### src/rtl/fdfp_pkg.sv
`default_nettype none

package fdfp_pkg;

  localparam int ByteW    = 8;
  localparam int ValueW   = 16;
  localparam int SlotW    = 10;
  localparam int CountW   = 7;
  localparam int SizeW    = 11;

  localparam logic [ByteW-1:0] CharStart = 8'h40;  // '@'
  localparam logic [ByteW-1:0] CharEnd   = 8'h23;  // '#'
  localparam logic [ByteW-1:0] CharSep   = 8'h7C;  // '|'
  localparam logic [ByteW-1:0] CharMinus = 8'h2D;  // '-'
  localparam logic [ByteW-1:0] CharZero  = 8'h30;  // '0'

  localparam logic [SizeW-1:0] ArraySizeReset = 11'd16;

  typedef enum logic {
    KIND_FIELD = 1'b0,
    KIND_END   = 1'b1
  } kind_t;

endpackage

`default_nettype wire

### src/rtl/framed_decimal_field_parser.sv
`default_nettype none
// Pipeline: an accepted byte passes the input register, then the result register.
// Throughput: one byte per cycle; a blocked result stalls the input in the same cycle
//   once the input register holds a byte (an empty input register still takes one).
// Reset (rst, synchronous): leaves the frame, clears field and counters,
//   array_size returns to 16, both pipeline registers empty.
module framed_decimal_field_parser #(
  parameter int MAX_LEN = 128
) (
  input  wire logic                             clk,
  input  wire logic                             rst,
  input  wire logic                             cfg_write,
  input  wire logic [fdfp_pkg::SizeW-1:0]       cfg_data,
  input  wire logic                             in_valid,
  output logic                                  in_stall,
  input  wire logic [fdfp_pkg::ByteW-1:0]       rx_byte,
  output logic                                  out_valid,
  input  wire logic                             out_stall,
  output logic                                  kind,
  output logic signed [fdfp_pkg::ValueW-1:0]    value,
  output logic [fdfp_pkg::SlotW-1:0]            slot,
  output logic                                  slot_valid,
  output logic [fdfp_pkg::CountW-1:0]           field_count
);

  localparam logic [fdfp_pkg::CountW-1:0] KeepLimit = fdfp_pkg::CountW'(MAX_LEN - 1);

  logic [fdfp_pkg::SizeW-1:0]  array_size;

  // input register
  logic                        byte_valid;
  logic [fdfp_pkg::ByteW-1:0]  byte_q;

  // parser state
  logic                        in_frame, in_frame_next;
  logic [fdfp_pkg::CountW-1:0] kept_length, kept_length_next;
  logic [fdfp_pkg::ValueW-1:0] accumulator, accumulator_next;
  logic                        negative, negative_next;
  logic                        field_start, field_start_next;
  logic [fdfp_pkg::SlotW-1:0]  next_slot, next_slot_next;
  logic [fdfp_pkg::CountW-1:0] separator_count, separator_count_next;

  logic                        res_valid;
  fdfp_pkg::kind_t             res_kind;
  logic [fdfp_pkg::ValueW-1:0] res_value;
  logic [fdfp_pkg::SlotW-1:0]  res_slot;
  logic                        res_slot_valid;
  logic [fdfp_pkg::CountW-1:0] res_count;

  logic                        advance;
  logic                        store_ok;
  logic [fdfp_pkg::ValueW-1:0] digit_sum;

  assign advance  = !out_valid || !out_stall;
  assign in_stall = byte_valid && !advance;

  assign store_ok  = {1'b0, next_slot} < array_size;
  assign digit_sum = (accumulator << 3) + (accumulator << 1)
                   + {{(fdfp_pkg::ValueW-fdfp_pkg::ByteW){1'b0}}, byte_q}
                   - {{(fdfp_pkg::ValueW-fdfp_pkg::ByteW){1'b0}}, fdfp_pkg::CharZero};

  always_comb begin
    in_frame_next        = in_frame;
    kept_length_next     = kept_length;
    accumulator_next     = accumulator;
    negative_next        = negative;
    field_start_next     = field_start;
    next_slot_next       = next_slot;
    separator_count_next = separator_count;
    res_valid            = 1'b0;
    res_kind             = fdfp_pkg::KIND_FIELD;
    res_value            = '0;
    res_slot             = '0;
    res_slot_valid       = 1'b0;
    res_count            = '0;

    if (!in_frame) begin
      if (byte_q == fdfp_pkg::CharStart) begin
        in_frame_next = 1'b1;
      end
    end else if (byte_q == fdfp_pkg::CharEnd) begin
      res_valid            = 1'b1;
      res_kind             = fdfp_pkg::KIND_END;
      res_count            = separator_count;
      in_frame_next        = 1'b0;
      kept_length_next     = '0;
      accumulator_next     = '0;
      negative_next        = 1'b0;
      field_start_next     = 1'b1;
      next_slot_next       = fdfp_pkg::SlotW'(1);
      separator_count_next = '0;
    end else if (kept_length < KeepLimit) begin
      kept_length_next = kept_length + 1'b1;
      priority if (byte_q == fdfp_pkg::CharStart) begin
        accumulator_next = '0;
        negative_next    = 1'b0;
        field_start_next = 1'b1;
      end else if (byte_q == fdfp_pkg::CharSep) begin
        res_valid            = 1'b1;
        res_value            = negative ? (~accumulator + 1'b1) : accumulator;
        res_slot             = next_slot;
        res_slot_valid       = store_ok;
        if (store_ok) begin
          next_slot_next = next_slot + 1'b1;
        end
        separator_count_next = separator_count + 1'b1;
        accumulator_next     = '0;
        negative_next        = 1'b0;
        field_start_next     = 1'b1;
      end else if (field_start && byte_q == fdfp_pkg::CharMinus) begin
        negative_next    = 1'b1;
        field_start_next = 1'b0;
      end else begin
        field_start_next = 1'b0;
        accumulator_next = digit_sum;
      end
    end
  end

  always_ff @(posedge clk) begin
    if (rst) begin
      array_size      <= fdfp_pkg::ArraySizeReset;
      byte_valid      <= 1'b0;
      out_valid       <= 1'b0;
      in_frame        <= 1'b0;
      kept_length     <= '0;
      accumulator     <= '0;
      negative        <= 1'b0;
      field_start     <= 1'b1;
      next_slot       <= fdfp_pkg::SlotW'(1);
      separator_count <= '0;
    end else begin
      if (cfg_write) begin
        array_size <= cfg_data;
      end
      if (!in_stall) begin
        byte_valid <= in_valid;
        byte_q     <= rx_byte;
      end
      if (advance) begin
        out_valid <= byte_valid && res_valid;
        if (byte_valid) begin
          kind            <= res_kind;
          value           <= res_value;
          slot            <= res_slot;
          slot_valid      <= res_slot_valid;
          field_count     <= res_count;
          in_frame        <= in_frame_next;
          kept_length     <= kept_length_next;
          accumulator     <= accumulator_next;
          negative        <= negative_next;
          field_start     <= field_start_next;
          next_slot       <= next_slot_next;
          separator_count <= separator_count_next;
        end
      end
    end
  end

  // slots only advance on separators
  a_slot_le_seps: assert property (@(posedge clk) disable iff (rst)
    {3'b000, separator_count} + 10'd1 >= next_slot)
    else $error("next_slot ran ahead of separator count");

  a_idle_clean: assert property (@(posedge clk) disable iff (rst)
    !in_frame |-> (kept_length == '0 && separator_count == '0 && next_slot == 10'd1))
    else $error("frame counters not cleared outside a frame");

  a_end_result: assert property (@(posedge clk) disable iff (rst)
    (out_valid && kind == fdfp_pkg::KIND_END) |-> (value == '0 && slot == '0 && !slot_valid))
    else $error("frame end result carries field data");

  a_stall_only_full: assert property (@(posedge clk) disable iff (rst)
    in_stall |-> (byte_valid && out_valid && out_stall))
    else $error("input stalled with room to advance");

  a_hold_blocked: assert property (@(posedge clk) disable iff (rst)
    (out_valid && out_stall) |=> ($stable(separator_count) && $stable(accumulator)))
    else $error("parser state moved while result blocked");

endmodule

`default_nettype wire

### config.mk
export PLATFORM = sky130hd
export DESIGN_NAME = framed_decimal_field_parser
export DESIGN_NICKNAME = d
export VERILOG_FILES = /design/src/rtl/fdfp_pkg.sv /design/src/rtl/framed_decimal_field_parser.sv
export SDC_FILE = /design/constraint.sdc
export NUM_CORES = 1
export LEC_CHECK = 0
export ABC_AREA = 0
export BUFFER_PORTS_ARGS = -buffer_cell sky130_fd_sc_hd__clkbuf_2
export CAP_MARGIN = 10
export CELL_PAD_IN_SITES_DETAIL_PLACEMENT = 0
export CELL_PAD_IN_SITES_GLOBAL_PLACEMENT = 1
export CORE_MARGIN = 3
export CORE_UTILIZATION = 41
export CTS_CLUSTER_DIAMETER = 100
export DETAILED_ROUTE_END_ITERATION = 10
export PLACE_DENSITY_LB_ADDON = 0.1
export SETUP_SLACK_MARGIN = 0.5
export SYNTH_ARGS = -nofsm -noshare
export SYNTH_HDL_FRONTEND = slang
export SYNTH_SLANG_ARGS = --single-unit
### constraint.sdc
create_clock -name clk -period 2.85 [get_ports clk]
set_input_delay 0.4275 -clock clk [delete_from_list [all_inputs] [get_ports clk]]
set_output_delay 0.4275 -clock clk [all_outputs]
set_load 0.01 [all_outputs]
; After elaboration in Yosys (flattened, before gate mapping)
; Index checks and enable logic that the tools add are counted.
[word_totals]
n_memories = 0
latchBits = 0
ff_bits = 99
ram_bits = 0
rom_bits = 0
wordCells = 92
inputBits = 24
[classes]
n_mul = 0
reduce_logical = 21
n_addsub = 7
eq_ne = 6
muxes = 34
n_bitwise = 6
shift = 0
n_lt_le_gt_ge = 2
div_mod_pow = 0
[op_table]
columns = cell, n
row1 = two-way mux 16 bit, 6
row2 = two-way mux 10 bit, 5
row3 = two-way mux 7 bit, 6
row4 = two-way mux 1 bit, 17
row5 = "adder 16 x 1 -> 16 bit, second input constant", 1
row6 = adder 16 bit, 1
row7 = adder 16 x 8 -> 16 bit, 1
row8 = "equality test 8 x 6 -> 1 bit, second input constant", 2
row9 = "equality test 8 x 7 -> 1 bit, second input constant", 2
row10 = NOT 16 bit, 1
row11 = "subtractor 16 x 6 -> 16 bit, second input constant", 1
row12 = "adder 7 x 1 -> 7 bit, second input constant", 2
row13 = less-than comparator 10 x 11 -> 1 bit, 1
row14 = "adder 10 x 1 -> 10 bit, second input constant", 1
row15 = AND reduction 5 bit, 2
row16 = "less-than comparator 7 bit, second input constant", 1
row17 = AND reduction 7 bit, 1
row18 = AND reduction 2 bit, 3
row19 = AND reduction 6 bit, 1
row20 = nonzero test 2 bit, 3
row21 = NOT 1 bit, 5
row22 = OR reduction 5 bit, 1
row23 = "inequality test 4 bit, second input constant", 1
row24 = AND reduction 4 bit, 1
row25 = 6 further kinds, 10

; Longest topological paths before layout
[depth]
ltp_word = 8
mapped_depth = 13
ltp_nobuf = 13

; Least setup slack after synthesis
; OpenSTA, ideal clock, no wires.
[synth_timing]
kind = reg2reg
startpoint = reg byte_q[3] (netlist name)
endpoint = reg accumulator[15] (netlist name)
setup_ns = 0.115
path_slack_ns = -0.209
path_stages_with_launch = 14
arrival_ns = 2.944
required_time_ns = 2.735
path_cell_list = edfxtp_1 inv_1 fa_1 inv_1 ha_1 ha_1 inv_1 fa_1 nand2b_1 a21oi_1 a2111oi_0 nor3_1 and4b_1 o21a_1
[synth_between]
elab_chain_len = 7
elab_cells_between_ends = 15
classes_between = 2 x add/sub / 5 x eq/ne / 5 x mux / 3 x reduce/logical
[synth_rtl]
columns = item, line
row1 = start: declaration, framed_decimal_field_parser.sv:32  ; logic [fdfp_pkg::ByteW-1:0] byte_q;
row2 = start signal: assignment, framed_decimal_field_parser.sv:138  ; byte_q <= rx_byte;
row3 = adder 16 x 8 -> 16 bit, framed_decimal_field_parser.sv:59  ; + {{(fdfp_pkg::ValueW-fdfp_pkg::ByteW){1'b0}}, byte_q}
row4 = subtractor 16 x 6 -> 16 bit, framed_decimal_field_parser.sv:60  ; - {{(fdfp_pkg::ValueW-fdfp_pkg::ByteW){1'b0}}, fdfp_pkg::CharZero};
row5 = two-way mux 16 bit, framed_decimal_field_parser.sv:110  ; end else if (field_start && byte_q == fdfp_pkg::CharMinus) begin
row6 = two-way mux 16 bit, framed_decimal_field_parser.sv:98  ; end else if (byte_q == fdfp_pkg::CharSep) begin
row7 = two-way mux 16 bit, framed_decimal_field_parser.sv:94  ; priority if (byte_q == fdfp_pkg::CharStart) begin
row8 = two-way mux 16 bit, framed_decimal_field_parser.sv:92  ; end else if (kept_length < KeepLimit) begin
row9 = two-way mux 16 bit, framed_decimal_field_parser.sv:81  ; end else if (byte_q == fdfp_pkg::CharEnd) begin
row10 = end signal: assignment, framed_decimal_field_parser.sv:150  ; accumulator <= accumulator_next;
row11 = end: declaration, framed_decimal_field_parser.sv:37  ; logic [fdfp_pkg::ValueW-1:0] accumulator, accumulator_next;
; Parallel ways exist; a longest one is shown, timed or not. The select of a mux whose other input is x is not followed.
; A chain may end at the register's enable or synchronous reset.

; Worst setup path after layout
[layout_timing]
startpoint = reg accumulator[2] (netlist name)
endpoint = reg accumulator[14] (netlist name)
[layout_between]
elab_chain_len = 8
[layout_rtl]
columns = item, line
row1 = adder 16 bit, framed_decimal_field_parser.sv:58  ; assign digit_sum = (accumulator << 3) + (accumulator << 1)
row2 = adder 16 x 8 -> 16 bit, framed_decimal_field_parser.sv:59
row3 = subtractor 16 x 6 -> 16 bit, framed_decimal_field_parser.sv:60
row4 = two-way mux 16 bit, framed_decimal_field_parser.sv:110
row5 = two-way mux 16 bit, framed_decimal_field_parser.sv:98
row6 = two-way mux 16 bit, framed_decimal_field_parser.sv:94
row7 = two-way mux 16 bit, framed_decimal_field_parser.sv:92
row8 = two-way mux 16 bit, framed_decimal_field_parser.sv:81
; No other way between the ends. The select of a mux whose other input is x is not followed.

==> flow_summary.ini <==
[outcome]
status = finished with violations
violations = negative setup slack

[power_and_ir_drop]
p_per_area_mw_per_mm2 = 443
power.leakage_nw = 2.87
max-vdd-ir-drop_uv = 492

[floorplan]
ios = 61
num_rows = 41
initial_core_util_pct = 42.6
die_height_um = 121
die_w_um = 121
coreArea_mm2 = 0.0128
die-area_mm2 = 0.0147

[hold_path]
hp-class = in -> reg
min_path_cells = 1

[drt]
num_vias = 4321
drc = 0
antenna_left = 0
drt-pass1-iter-count = 4
initialDrtViolationCount = 178
vias_per_cell = 5.17
routedWlPerCell_um = 15.3
routed_wl_mm = 12.8

[sta]
worst_slew_pin_slew_ns = 0.732
rsz0062_at_grt = true
finalHoldViolCount = 0
layout_setup_ws_ns = -0.00456
relSlewSlack_pct = 50.7
fmax_ghz = 0.350
finalSetupViolCount = 1
finClkSkew_ns = 0.00866
period_minus_slack_ns = 2.85
finalMaxSlewViolations = 0
finalCritPeriodShare_pct = 100

[yosys]
synth_flop_cell = dfxtp_1
synth_most_common_cell = inv_1
synth_area_leader_cell = edfxtp_1
synth_edf_count = 43
ys_types = 53
yosysTopAreaCellShare_pct = 23.7
synth_nets = 641
synth-async-reset-ratio_pct = 0
ys_seq_area_share_pct = 44.4
syn-cell-area_mm2 = 0.00544
synth-seq-cells = 99
synth_common_cells = 58 x inv_1, 56 x dfxtp_1, 55 x nor2_1, 47 x ha_1, 43 x edfxtp_1
avgSynthCellArea_um2 = 9.64
ys_warn_count = 0
synthTopCellsByArea = edfxtp_1 24%, dfxtp_1 21%, ha_1 11%
synthCells = 564

[finish]
n_antenna_cell = 0
multi_input_area_mm2 = 0.00290
area.sequential_mm2 = 0.00242
fin_cells = 835
fin_nets = 735
final_area_mm2 = 0.00666
layout-drive-gt1-share_pct = 22.5
syn2layout_area_growth_pct = 22.4
nFillCells = 1206

[global_routing]
grt_pass1_vias = 4192
grt_max_degree = 36
grtUsageTotal_pct = 18.0
antenna_found_initial = 0
grt_pass1_wl_mm = 20.8
grt_overflow = 0

[critical_path]
crit_chain = inv_2 -> fa_1 -> inv_2 -> fa_2 -> buf_4 -> ha_4 -> a211o_1 -> a21oi_4 -> a21oi_2 -> o31ai_2 -> xor2_1 -> o2bb2ai_1
cp.depth = 12
path_buf_inv = 3
worst_path_most_repeated_cell = inv_2
worst-path-max-fanout = 3
worstRegToRegCells = 12
critPathRequiredTime_ns = 3.09
end_kind = flop
critPathArrivalTime_ns = 3.10
cpLargestDelayFamily = adder cells
crit_slowest_cell = fa_2
criticalPathCategory = reg -> reg
startpoint_type = flop
slowest_delay_ns = 0.44

[placed_design]
portBuffers = 60
dp.cells = 810
post-place-ws_ns = -0.0546
hpwl_mm = 9.59
gp_congestion = 0.838
placed_area_mm2 = 0.00618

[clock_tree]
cts.reportedPaths.clkPinSlew_ns = 0.07
clock_latency_ns = 0.35
cts_tree = done
cts_buffer_depth = 2
cts-hold-fix-buffers = 0
cts-root-buf = clkbuf_16
numCtsBuffers = 9
htreeDepth = 3
clkSinkCount = 99

[run]
cap_violations = 0
## per-layer routing
layer / up-vias / part of all wire (%) / track usage [%]
met3: 13 / 5.4 / 4.29
met2: 102 / 48 / 29.5
met5: - / 0 / 0
li1: 2186 / - / -
met4: 0 / 1.4 / 5.46
met1: 2020 / 46 / 23.7
## per-stage QoR
| step | setup TNS (ns) | hold WS [ns] | utilization, % | total power [mW] |
|---|---|---|---|---|
| 3_3_place_gp | 0 | 0.444 | 48.3 | 1.76 |
| 5_1_grt | -0.596 | 0.240 | 52.1 | 3.07 |
| 6_report | -0.00456 | 0.253 | 52.1 | 2.95 |
| 4_1_cts | -0.0139 | 0.239 | 50.9 | 2.98 |
| 2_1_floorplan | 0 | 0.432 | - | 1.69 |
| 3_5_place_dp | -0.0864 | 0.453 | 48.3 | 1.76 |
## cell usage in the layout (no fill, tap or decap), types with 14 or more instances in the layout
master	n
clkbuf_2	60
xnor2_1	18
nand3_1	19
inv_1	54
a21oi_1	30
xor2_1	14
and3_1	27
ha_1	44
o21ai_0	17
buf_4	37
nand2_1	35
nor2_1	53
edfxtp_1	43
dfxtp_1	53
## cell families after synthesis
logic type / after synthesis / synth area share [%]
and+or+nand+nor: 189 / 17.7
AOI/OAI and AO/OA: 104 / 12.2
DFF: 99 / 44.4
buffers and inverters: 76 / 5.52
adders and majority gates: 53 / 13.0
xor gates and xnor gates: 32 / 5.15
muxes: 11 / 2.02
## state kept, by name (all words and copies together), names as in the netlist, 7 cells and up
register and cells:
accumulator 16, field_count 7, byte_q 8, kept_length 7
separator_count 7, array_size 11, slot 10, next_slot 10
value 16
## final timing paths
| path | startpoint | end | slack [ns] |
|---|---|---|---|
| max | accumulator[2] | accumulator[14] | -0.005 |
| min | rx_byte[7] | byte_q[7] | 0.25 |
| max reg2reg | accumulator[2] | accumulator[14] | -0.005 |
| min reg2reg | field_start | field_start | 0.48 |
## area by class of cell
cell class                      count  share of cell area, %
Inverter                           58                   3.27
Clock buffer                       11                   3.50
Tap cell                          172                   3.23
Timing Repair Buffer              100                   9.32
Sequential cell                    99                   36.3
Clock inverter                      5                  0.808
Multi-Input combinational cell    390                   43.6
## timing repair
item                                    4_1_cts  5_1_grt
endpoints found under the setup margin       17       38
cloned                                        0        1
buffers inserted                              0        8
resized for setup                            10       20
pin swaps                                     7       17
## power by group
part	internal, mW	total (mW)	leakage, nW	switching (mW)
registers	1.50	1.52	0.903	0.0171
clock network	0.676	1.19	0.133	0.518
logic	0.104	0.238	1.83	0.134
Note: power is estimated with default switching activity, not from simulation.
